**src/hw/rtl/crc16_frame_appender_top_defines.svh**
```systemverilog
// Assertion macros for the CRC-16 frame appender.
// Used by RTL modules that carry concurrent checks; no other dependencies.
`ifndef CRC16_FRAME_APPENDER_TOP_DEFINES_SVH
`define CRC16_FRAME_APPENDER_TOP_DEFINES_SVH

`ifndef SYNTH
`define CRCFA_ASSERT(label, clk, rst_n, prop, msg) \
    label: assert property (@(posedge clk) disable iff (!rst_n) prop) else $error(msg);
`define CRCFA_NEVER(label, clk, rst_n, cond, msg) \
    label: assert property (@(posedge clk) disable iff (!rst_n) !(cond)) else $error(msg);
`else
`define CRCFA_ASSERT(label, clk, rst_n, prop, msg)
`define CRCFA_NEVER(label, clk, rst_n, cond, msg)
`endif

`endif

```
**src/hw/rtl/crcfa_pkg.sv**
```systemverilog
// Shared types and constants for the CRC-16 frame appender.
// No dependencies.
package crcfa_pkg;

    localparam logic [15:0] CRC_POLY = 16'hA001;
    localparam logic [15:0] CRC_INIT = 16'h0000;

    typedef struct packed {
        logic [7:0] data_byte;
        logic       frame_end;
        logic       append_crc;
    } in_item_t;

    typedef struct packed {
        logic [7:0] out_byte;
        logic       out_is_crc;
        logic       out_last;
    } out_item_t;

endpackage

```
**src/hw/rtl/crcfa_in_reg.sv**
```systemverilog
// Input register stage: holds one request until the emitter takes it.
// Depends on crcfa_pkg.
module crcfa_in_reg
(
    input  logic                clk,
    input  logic                rst_n,
    input  logic                src_valid,
    output logic                src_stall,
    input  crcfa_pkg::in_item_t src_item,
    output logic                item_valid,
    input  logic                item_take,
    output crcfa_pkg::in_item_t item
);

    logic                valid_reg;
    logic                valid_next;
    crcfa_pkg::in_item_t item_reg;

    // free when empty, or when the held request leaves this cycle
    assign src_stall = valid_reg && !item_take;

    always_comb
    begin
        valid_next = valid_reg;
        if (item_take)
        begin
            valid_next = 1'b0;
        end
        if (src_valid && !src_stall)
        begin
            valid_next = 1'b1;
        end
    end

    always_ff @(posedge clk or negedge rst_n)
    begin
        if (!rst_n)
        begin
            valid_reg <= 1'b0;
        end
        else
        begin
            valid_reg <= valid_next;
        end
    end

    always_ff @(posedge clk)
    begin
        if (src_valid && !src_stall)
        begin
            item_reg <= src_item;
        end
    end

    assign item_valid = valid_reg;
    assign item       = item_reg;

endmodule

```
**src/hw/rtl/crcfa_fold.sv**
```systemverilog
// Folds one byte into a reflected CRC-16, LSB first.
// Depends on crcfa_pkg.
module crcfa_fold
(
    input  logic [15:0] crc_in,
    input  logic [7:0]  data,
    output logic [15:0] crc_out
);

    always_comb
    begin
        logic [15:0] c;
        logic        mix;
        c = crc_in;
        for (int k = 0; k < 8; k++)
        begin
            mix = c[0] ^ data[k];
            c   = {1'b0, c[15:1]} ^ (mix ? crcfa_pkg::CRC_POLY : 16'h0000);
        end
        crc_out = c;
    end

endmodule

```
**src/hw/rtl/crcfa_emit.sv**
```systemverilog
// Emitter: running CRC, CRC byte sequencer and the result register.
// Depends on crcfa_pkg, crcfa_fold and the assertion macro header.
`include "crc16_frame_appender_top_defines.svh"

module crcfa_emit
(
    input  logic                 clk,
    input  logic                 rst_n,
    input  logic                 item_valid,
    output logic                 item_take,
    input  crcfa_pkg::in_item_t  item,
    output logic                 res_valid,
    input  logic                 res_stall,
    output crcfa_pkg::out_item_t res_item
);

    typedef enum logic [1:0] {
        EMIT_DATA,
        EMIT_CRC_LO,
        EMIT_CRC_HI
    } emit_state_t;

    emit_state_t          state_reg;
    emit_state_t          state_next;
    logic [15:0]          crc_reg;
    logic [15:0]          crc_next;
    logic [15:0]          pend_crc_reg;
    logic [15:0]          pend_crc_next;
    logic                 res_valid_reg;
    logic                 res_valid_next;
    crcfa_pkg::out_item_t res_item_reg;
    crcfa_pkg::out_item_t res_item_next;
    logic [15:0]          crc_fold;
    logic                 load_out;

    crcfa_fold u_fold
    (
        .crc_in  (crc_reg),
        .data    (item.data_byte),
        .crc_out (crc_fold)
    );

    // result slot frees when empty or being taken downstream
    assign load_out  = !res_valid_reg || !res_stall;
    assign item_take = load_out && (state_reg == EMIT_DATA) && item_valid;

    always_comb
    begin
        state_next     = state_reg;
        crc_next       = crc_reg;
        pend_crc_next  = pend_crc_reg;
        res_valid_next = res_valid_reg;
        res_item_next  = res_item_reg;
        if (load_out)
        begin
            case (state_reg)
                EMIT_CRC_LO:
                begin
                    res_valid_next = 1'b1;
                    res_item_next  = '{out_byte: pend_crc_reg[7:0],
                                       out_is_crc: 1'b1, out_last: 1'b0};
                    state_next     = EMIT_CRC_HI;
                end
                EMIT_CRC_HI:
                begin
                    res_valid_next = 1'b1;
                    res_item_next  = '{out_byte: pend_crc_reg[15:8],
                                       out_is_crc: 1'b1, out_last: 1'b1};
                    state_next     = EMIT_DATA;
                end
                default:
                begin
                    res_valid_next = item_valid;
                    if (item_valid)
                    begin
                        res_item_next = '{out_byte: item.data_byte, out_is_crc: 1'b0,
                                          out_last: item.frame_end && !item.append_crc};
                        if (item.frame_end)
                        begin
                            crc_next = crcfa_pkg::CRC_INIT;
                            if (item.append_crc)
                            begin
                                pend_crc_next = crc_fold;
                                state_next    = EMIT_CRC_LO;
                            end
                        end
                        else
                        begin
                            crc_next = crc_fold;
                        end
                    end
                end
            endcase
        end
    end

    always_ff @(posedge clk or negedge rst_n)
    begin
        if (!rst_n)
        begin
            state_reg     <= EMIT_DATA;
            crc_reg       <= crcfa_pkg::CRC_INIT;
            res_valid_reg <= 1'b0;
        end
        else
        begin
            state_reg     <= state_next;
            crc_reg       <= crc_next;
            res_valid_reg <= res_valid_next;
        end
    end

    always_ff @(posedge clk)
    begin
        pend_crc_reg <= pend_crc_next;
        res_item_reg <= res_item_next;
    end

    assign res_valid = res_valid_reg;
    assign res_item  = res_item_reg;

    `CRCFA_ASSERT(a_pend_holds_result, clk, rst_n, (state_reg != EMIT_DATA) |-> res_valid_reg, "CRC pending with empty result register")
    `CRCFA_ASSERT(a_lo_then_hi, clk, rst_n, (res_valid_reg && res_item_reg.out_is_crc && !res_item_reg.out_last) |-> (state_reg == EMIT_CRC_HI), "CRC low byte shown without high byte pending")
    `CRCFA_ASSERT(a_hi_is_last, clk, rst_n, (load_out && state_reg == EMIT_CRC_HI) |=> (res_item_reg.out_is_crc && res_item_reg.out_last), "CRC high byte not marked last")
    `CRCFA_ASSERT(a_crc_clears, clk, rst_n, (item_take && item.frame_end) |=> (crc_reg == crcfa_pkg::CRC_INIT), "running CRC not cleared after frame")

endmodule

```
**src/hw/rtl/crc16_frame_appender_top.sv**
```systemverilog
// Path: a request is held in the input register, then moves to the result register when it is free.
// Throughput: one byte per cycle while res_stall is low; a frame end with CRC append emits
// three bytes, one at a time through the single result register.
// Reset (rst_n low, async): running CRC zero, both stages empty.
// Top level of the CRC-16 frame appender; depends on crcfa_pkg,
// crcfa_in_reg and crcfa_emit.
module crc16_frame_appender_top
(
    input  logic                 clk,
    input  logic                 rst_n,
    input  logic                 src_valid,
    output logic                 src_stall,
    input  crcfa_pkg::in_item_t  src_item,
    output logic                 res_valid,
    input  logic                 res_stall,
    output crcfa_pkg::out_item_t res_item
);

    logic                item_valid;
    logic                item_take;
    crcfa_pkg::in_item_t item;

    crcfa_in_reg u_in_reg
    (
        .clk        (clk),
        .rst_n      (rst_n),
        .src_valid  (src_valid),
        .src_stall  (src_stall),
        .src_item   (src_item),
        .item_valid (item_valid),
        .item_take  (item_take),
        .item       (item)
    );

    crcfa_emit u_emit
    (
        .clk        (clk),
        .rst_n      (rst_n),
        .item_valid (item_valid),
        .item_take  (item_take),
        .item       (item),
        .res_valid  (res_valid),
        .res_stall  (res_stall),
        .res_item   (res_item)
    );

endmodule

```
**config.mk**
```make
export PLATFORM = sky130hd
export DESIGN_NAME = crc16_frame_appender_top
export DESIGN_NICKNAME = d
export VERILOG_FILES = /design/src/hw/rtl/crcfa_pkg.sv /design/src/hw/rtl/crcfa_in_reg.sv /design/src/hw/rtl/crcfa_fold.sv /design/src/hw/rtl/crcfa_emit.sv /design/src/hw/rtl/crc16_frame_appender_top.sv
export VERILOG_INCLUDE_DIRS = /design/src /design/src/hw/rtl
export SDC_FILE = /design/constraint.sdc
export NUM_CORES = 1
export LEC_CHECK = 0
export BUFFER_PORTS_ARGS = -buffer_cell sky130_fd_sc_hd__buf_4
export CAP_MARGIN = 15
export CORE_ASPECT_RATIO = 0.6
export CORE_UTILIZATION = 47
export DETAILED_ROUTE_END_ITERATION = 10
export PLACE_DENSITY = 0.78
export SLEW_MARGIN = 20
export SYNTH_ARGS = -nofsm -noshare
export SYNTH_HDL_FRONTEND = slang
export SYNTH_SLANG_ARGS = --single-unit
```
**constraint.sdc**
```tcl
create_clock -name clk -period 2.2 [get_ports clk]
set_input_delay 0.44 -clock clk [delete_from_list [all_inputs] [get_ports clk]]
set_output_delay 0.44 -clock clk [all_outputs]
set_load 0.02 [all_outputs]
```
==> flow_summary.yaml <==
status:
  outcome: "complete, but fails checks"
  violations: "hold timing"
synthesis:
  yosys_warnings: 0
  ys_top_cells_by_area: "edfxtp_1 47%, dfrtp_1 22%, xnor2_1 4.6%, a22o_1 4.2%, xor2_1 3.0%"
  avgSynthCellArea_um2: 14.3
  synth-seq-cells: 56
  synthesis.area_um2: 2300
  synth_area_leader_cell: "edfxtp_1"
  syn-num-nets: 178
  yosysTopAreaCellShare: 0.469
  synthArstFlopShare: 0.357
  synth_common_cells: "36 x edfxtp_1, 20 x dfrtp_1, 12 x nand2_1, 12 x xnor2_1, 11 x a22o_1"
  synthCells: 161
  ys_types: 23
  synthMostInstantiatedCell: "edfxtp_1"
  ys.flop_type: "edfxtp_1"
  synth_edf_count: 36
  ys_seq_area_frac: 0.686
cts:
  postCtsSetupBuffers: 0
  cts-root-buf: "clkbuf_8"
  cts_buffers: 5
  hold_buffers: 0
  clk_pin_slew_ns: 0.10
  cts_resized: 0
  cts_tree: "yes"
  clk_path_buf_depth: 2
  clock-sinks: 56
  clock_latency_ns: 0.31
  h-tree-depth: 2
global_route:
  grt_pass1_vias: 1343
  globalRouteTotalUtil: 0.199
  grt_max_degree: 23
  grt.overflow.total: 0
  antenna_found_initial: 0
  grt_pass1_wl_um: 7420
power_and_ir_drop:
  p_leak_nw: 1.05
  power.density_nw_per_um2: 1580
  power.total_mw: 4.22
  ir_worst_vdd_v: 0.000670
setup_path:
  crit_path_end_kind: "flip-flop"
  r2r_cells: 5
  worstReg2RegStart: "u_in_reg.item[5]$_DFFE_PP_"
  cp-startpoint: "u_in_reg.item[5]$_DFFE_PP_"
  cp-start-kind: "flip-flop"
  cp.arrival_ns: 2.16
  critPathKind: "flip-flop to flip-flop"
  cp_max_fo: 3
  endpoint: "u_emit.crc_reg[14]$_DFFE_PN0P_"
  worstPathRequired_ns: 2.41
  reg2reg_slack_ns: 0.25
  reg2reg_to: "u_emit.crc_reg[14]$_DFFE_PN0P_"
detailed_routing:
  firstDrtPassIters: 4
  routedWlPerCell_um: 17.5
  vias_per_cell: 5.31
  post-route-drc-count: 0
  wl_um: 4460
  drt_iter0_drc: 148
  ant_nets: 0
  vias: 1355
floorplanning:
  die_w_um: 92.4
  pin_count: 26
  die-area_um2: 5200
  rows: 19
  core_um2: 4640
  die_y_um: 56.2
  initial_core_util: 0.497
final_layout:
  fill_cells: 374
  nets: 208
  diodes: 0
  drive_gt1_frac: 0.214
  post-route-util: 0.577
  register_area_um2: 1580
  final_cells: 255
  multiInputGateArea_um2: 688
  area_delta_synth_final_pct: 16.0
timing:
  fmax_ghz: 0.513
  finalHoldViolCount: 15
  layout_min_cycle_time_ns: 1.95
  setup_ws_ns: 0.249
  slew_violations: 0
  rsz0062_at_grt: "no"
  fin_tns_setup_ns: 0
  finalCritPeriodShare: 0.887
  hold_slack_ns: -0.00970
  finalSetupViolCount: 0
  worst-slew-pin-transition_ns: 0.475
  finClkSkew_ns: 0.0142
  slew_headroom: 0.683
placement:
  post-place-ws_ns: 0.262
  place_congestion: 0.872
  place_inst: 247
  hpwl_um: 3190
  io_buffers: 25
run:
  cap_viol_max_count: 0
min_path:
  hold_class: "input pin to async pin"
layout make-up:
| cell class | instances | share of cell area |
|---|---|---|
| sequential | 56 | 0.592 |
| multi-input combinational | 95 | 0.257 |
| timing repair buffer | 30 | 0.0843 |
| tap | 63 | 0.0295 |
| clock buffer | 5 | 0.0257 |
| clock inverter | 3 | 0.00702 |
| inverter | 3 | 0.00421 |
cell families after synthesis:
family,Yosys count,synth area share
buffers and inverters,10,0.0163
AOI/OAI and AO/OA,38,0.117
DFF,56,0.686
adders and majority gates,3,0.0163
and+or+nand+nor,31,0.0608
xor gates and xnor gates,23,0.104
power by group:
group,internal (mW),total [mW],switching (mW)
combinational,0.783,1.86,1.08
sequential,1.61,1.79,0.179
clock,0.221,0.563,0.342
total,2.62,4.22,1.60
critical path, stage by stage, from the launching register on:
cell      delay (ns)
edfxtp_1        0.45
xor2_2          0.21
xnor2_1         0.34
xor3_2          0.47
xor2_1          0.17
a22o_1          0.22
how the worst min path moves through the flow:
stage	end	cells past startpoint
after CTS	u_emit.crc_reg[4]$_DFFE_PN0P_	1
after global placement	u_emit.crc_reg[3]$_DFFE_PN0P_	1
final	u_emit.state_reg[1]$_DFFE_PN0P_	1
after global routing	u_emit.crc_reg[9]$_DFFE_PN0P_	1
after floorplan	u_emit.crc_reg[0]$_DFFE_PN0P_	0
after detailed placement	u_emit.crc_reg[2]$_DFFE_PN0P_	1
metrics by stage:
stage / area (um^2) / hold slack (ns)
2_1_floorplan: 2310 / 0.144
3_3_place_gp: 2580 / 0.338
3_5_place_dp: 2580 / 0.343
4_1_cts: 2670 / 0.00149
5_1_grt: 2670 / 0.00173
6_report: 2670 / -0.00970
placed cells by master, fill, tap and decap left out, types with 2 or more instances in the layout:
cell type,instances
xnor2_1,12
dfrtp_1,20
a22o_1,11
xor2_1,8
a22oi_1,8
inv_1,3
clkbuf_8,5
a21oi_1,8
buf_4,30
edfxtp_1,36
nand2_1,12
nand2b_1,7
nor2_1,9
ha_1,3
o21ai_0,7
clkinvlp_4,2
routing by layer:
| layer | GRT usage | up-vias | part of all wire |
|---|---|---|---|
| met5 | 0 | - | 0 |
| met4 | 0.0536 | 0 | 0.0096 |
| met3 | 0.0574 | 4 | 0.063 |
| met2 | 0.260 | 50 | 0.42 |
| met1 | 0.318 | 663 | 0.51 |
| li1 | - | 638 | - |
(Power assumes the default switching activity.)
